**config.mk**
```make
export PLATFORM = sky130hd
export DESIGN_NAME = skt_ctrl
export DESIGN_NICKNAME = d
export VERILOG_FILES = /design/src/design/skt_pkg.sv /design/src/design/skt_ctrl.sv
export SDC_FILE = /design/constraint.sdc
export NUM_CORES = 1
export LEC_CHECK = 0
export BUFFER_PORTS_ARGS = -buffer_cell sky130_fd_sc_hd__buf_2
export CORE_AREA = 10 10 47 49
export CTS_CLUSTER_DIAMETER = 120
export DETAILED_ROUTE_END_ITERATION = 6
export DIE_AREA = 0 0 57 59
export HOLD_SLACK_MARGIN = 0.1
export PLACE_DENSITY_LB_ADDON = 0.2
export SLEW_MARGIN = 10
export SYNTH_ARGS = -nofsm -noshare
export SYNTH_HDL_FRONTEND = slang
export SYNTH_SLANG_ARGS = --single-unit
export TNS_END_PERCENT = 1
```
**constraint.sdc**
```tcl
create_clock -name clk -period 1.2 [get_ports clk]
set_input_delay 0 -clock clk [delete_from_list [all_inputs] [get_ports clk]]
set_output_delay 0 -clock clk [all_outputs]
set_load 0.05 [all_outputs]
```
**src/design/skt_pkg.sv**
```systemverilog
// Shared types, codes and sizes for the sorted key table.
`default_nettype none
package skt_pkg;

  localparam int DEPTH_DEF = 32;

  localparam logic [1:0] MODE_INSERT = 2'd0;
  localparam logic [1:0] MODE_DELETE = 2'd1;
  localparam logic [1:0] MODE_LIST   = 2'd2;

  localparam logic [1:0] STATUS_OK        = 2'd0;
  localparam logic [1:0] STATUS_NOT_FOUND = 2'd1;
  localparam logic [1:0] STATUS_FULL      = 2'd2;
  localparam logic [1:0] STATUS_EMPTY     = 2'd3;

  typedef struct packed {
    logic [1:0]  mode;
    logic [31:0] key;
    logic [31:0] value;
  } skt_in_t;

  typedef struct packed {
    logic [1:0]  status;
    logic [31:0] out_key;
    logic [31:0] out_value;
    logic [5:0]  entry_total;
    logic        last;
  } skt_out_t;

  typedef struct packed {
    logic load;
    logic exec;
    logic list_emit;
  } skt_cmd_t;

  typedef struct packed {
    logic [1:0] mode;
    logic       empty;
    logic       list_last;
  } skt_stat_t;

endpackage
`default_nettype wire

```
**src/design/skt_ctrl.sv**
```systemverilog
// Controller state machine sequencing table operations and record listing.
`default_nettype none
module skt_ctrl (
  input  wire              clk,
  input  wire              rst_n,
  input  wire              start,
  output logic             busy,
  input  skt_pkg::skt_stat_t stat,
  output skt_pkg::skt_cmd_t  cmd
);
  import skt_pkg::*;

  localparam logic [1:0] ST_IDLE = 2'd0;
  localparam logic [1:0] ST_EXEC = 2'd1;
  localparam logic [1:0] ST_LIST = 2'd2;

  logic [1:0] state_r;
  logic [1:0] state_nxt;

  always_comb begin
    state_nxt     = state_r;
    cmd           = '0;
    case (state_r)
      ST_IDLE: begin
        if (start) begin
          cmd.load  = 1'b1;
          state_nxt = ST_EXEC;
        end
      end
      ST_EXEC: begin
        if (stat.mode == MODE_LIST && !stat.empty) begin
          cmd.list_emit = 1'b1;
          state_nxt     = stat.list_last ? ST_IDLE : ST_LIST;
        end else begin
          cmd.exec  = 1'b1;
          state_nxt = ST_IDLE;
        end
      end
      ST_LIST: begin
        cmd.list_emit = 1'b1;
        state_nxt     = stat.list_last ? ST_IDLE : ST_LIST;
      end
      default: begin
        state_nxt = ST_IDLE;
      end
    endcase
  end

  assign busy = (state_r != ST_IDLE);

  always_ff @(posedge clk) begin
    if (!rst_n) begin
      state_r <= ST_IDLE;
    end else begin
      state_r <= state_nxt;
    end
  end

endmodule
`default_nettype wire

```
==> flow_metrics.tcl <==
set metrics [dict create \
    rsz0062_at_grt "true" \
    synth_area_per_cell_um2 9.384 \
    clock_latency_ns 0.22 \
    synth_compound_area_share_pct 10.30 \
    start_kind "flop" \
    synth_top_family_by_area "adder cells" \
    critical_path_arrival_ns 1.17 \
    finalCritPeriodShare_pct 97.64 \
    ys_types 14 \
    setup_viol 0 \
    outcome "complete, no violations" \
    synth_area_um2 206.4 \
    seqPwrFrac_pct 19.8 \
    ios 11 \
    fp.dieW_um 57 \
    cts_buffers 3 \
    crit_type "reg2out" \
    design.die.area_um2 3363 \
    dpl.hpwl_um 428.7 \
    grt_overflow 0 \
    min-delay-start "start" \
    grt_pass1_vias 215 \
    sw_frac_of_total_pct 33.29 \
    layout_common_cells "buf_2, clkbuf_4" \
    start_util_pct 14.73 \
    viasPerCell 3.691 \
    core_um2 1401 \
    grt_pass1_wl_um 966 \
    wl_um 546 \
    yosysWarnings 0 \
    min_path_type "in2reg" \
    fin_crit_ns 1.172 \
    area_delta_synth_final_pct 96.97 \
    clk_path_buf_depth 2 \
    gp_congestion 0.6548 \
    hold_viol_final 0 \
    final_common_cell "buf_2" \
    end_kind "primary output" \
    cts_tree "done" \
    fin_skew_ns 0.004498 \
    grt_use_total_pct 3.588 \
    synth-simple-area-share_pct 29.70 \
    dr.pass1.iters 3 \
    slew_viol_final 0 \
    grt_antenna_before_repair 0 \
    min_path_cells 3 \
    muxShareOfSynthArea_pct 4.848 \
    num_vias 203 \
    stdcell_count 55 \
    crit_fanout 3 \
    routedWlPerCell_um 9.927 \
    cts-root-buf "clkbuf_4" \
    placed_cells 49 \
    drtIter0Drc 3 \
    tightest_slew_ns 0.2522 \
    clock-sinks 2 \
    tns_ns 0 \
    postSynthCellCount 22 \
    synth_fp_nets 34 \
    pre_cts_ws_ns 0.01359 \
    ir_drop_mv 0.5523 \
    largest_reg_flops 2 \
    synthAdderAreaFrac_pct 30.30 \
    slew_headroom_pct 83.11 \
    setup_ws_ns 0.02828 \
    p_sw_uw 125.6 \
    ff2ff_path_depth 5 \
    drive_gt1_share_pct 71.79 \
    r2r-end "state_r[1]" \
    finalPower_uw 377.2 \
    ant_nets 0 \
    synth-xor-area-share_pct 0 \
    reg2reg_from "state_r[0]" \
    reg_top3 "state_r (2)" \
    drc_errors 0 \
    fillers 153 \
    regToRegSetupSlack_ns 0.12 \
    fmax_mhz 853.4 \
    power.leakage_uw 0.0001816 \
    grt_max_degree 5 \
    htreeDepth 1 \
    ys_seq_elements 2 \
    die_h_um 59 \
    cap_violations 0 \
    cts.clk_slew.worst_paths_ns 0.03 \
    nNetsFinal 53 \
    placementRows 14 \
    p_comb_share_pct 42.3 \
    regMostFlops "state_r" \
    p_per_area_nw_per_um2 927.6 \
    n_antenna_cell 0 \
    internal_power_uw 251.6 \
    cp_data_required_time_ns 1.20 \
    io_buffers 10 \
    ys_seq_area_share_pct 19.39 \
    power_frac_clock_pct 37.9 \
    hold-path-endpoint "state_r[1]" \
]
==> per-layer routing <==
layer / global-route usage [%] / up-vias / part of all wire (%)
li1: - / 107 / -
met1: 4.400 / 85 / 48
met2: 3.876 / 11 / 36
met3: 3.863 / 0 / 16
met4: 1.007 / 0 / 0
met5: 0 / - / 0
==> power groups by stage <==
| stage | combinational [uW] | clock (uW) | sequential [uW] |
|---|---|---|---|
| final | 159 | 143 | 74.8 |
| after global routing | 174 | 157 | 75.1 |
| after CTS | 145 | 150 | 72.8 |
| after detailed placement | 124 | 0 | 74.8 |
| after global placement | 123 | 0 | 74.6 |
| after floorplan | 87.3 | 0 | 76.1 |
==> final cells by class <==
cell class	count	area [um^2]	share of cell area, %
clock buffer	3	22.52	5.538
sequential	2	45.04	11.08
timing repair buffer	14	107.6	26.46
tap	16	20.02	4.923
multi-input combinational	17	197.7	48.62
inverter	3	13.76	3.385
==> logic make-up after synthesis <==
group | count (synthesis)
muxes | 1
buffers and inverters | 3
AOI/OAI and AO/OA | 2
and+or+nand+nor | 9
DFF | 2
adders and majority gates | 5
==> worst max-delay path by stage <==
| stage | start | endpoint | depth (start not counted) |
|---|---|---|---|
| after global placement | state_r[1] | state_r[0] | 5 |
| final | state_r[0] | cmd[0] | 5 |
| after CTS | state_r[0] | cmd[0] | 5 |
| after detailed placement | state_r[1] | state_r[0] | 5 |
| after global routing | state_r[0] | cmd[0] | 5 |
| after floorplan | state_r[0] | cmd[0] | 3 |
==> repair_timing <==
action | 4_1_cts | 5_1_grt
endpoints found under the setup margin | 4 | 4
endpoints found under the hold margin | 2 | 0
hold buffers | 2 | 0
gates resized for setup | 11 | 8
buffers inserted | 1 | 0
pin swaps | 1 | 2
==> critical path, stage by stage (launching register included) <==
cell and delay (ns):
dfxtp_2 0.32, buf_6 0.12, ha_4 0.16, a21oi_4 0.15, nor2b_4 0.06, buf_8 0.14
==> cells in the mapped netlist <==
cell type | count | area share, %
ha_1 | 5 | 30
nand2b_2 | 1 | 4.2
nand2_1 | 1 | 1.8
o22ai_2 | 1 | 6.1
and2_1 | 1 | 3.0
nor2_1 | 1 | 1.8
nand3_1 | 1 | 2.4
mux2i_1 | 1 | 4.8
a21oi_2 | 1 | 4.2
inv_1 | 3 | 5.5
nor2b_1 | 2 | 6.1
nor3b_2 | 1 | 6.1
dfxtp_1 | 2 | 19
and2b_2 | 1 | 4.2
==> through the flow <==
step	hold slack (ns)	util [%]	cell area (um^2)
final	0.1298	29.02	406.6
after CTS	0.1259	26.25	367.9
after global routing	0.1567	29.02	406.6
after detailed placement	0.2595	20.45	286.5
after global placement	0.2472	20.45	286.5
after floorplan	0.1282	-	209.0
Note: power is estimated with default switching activity, not from simulation.
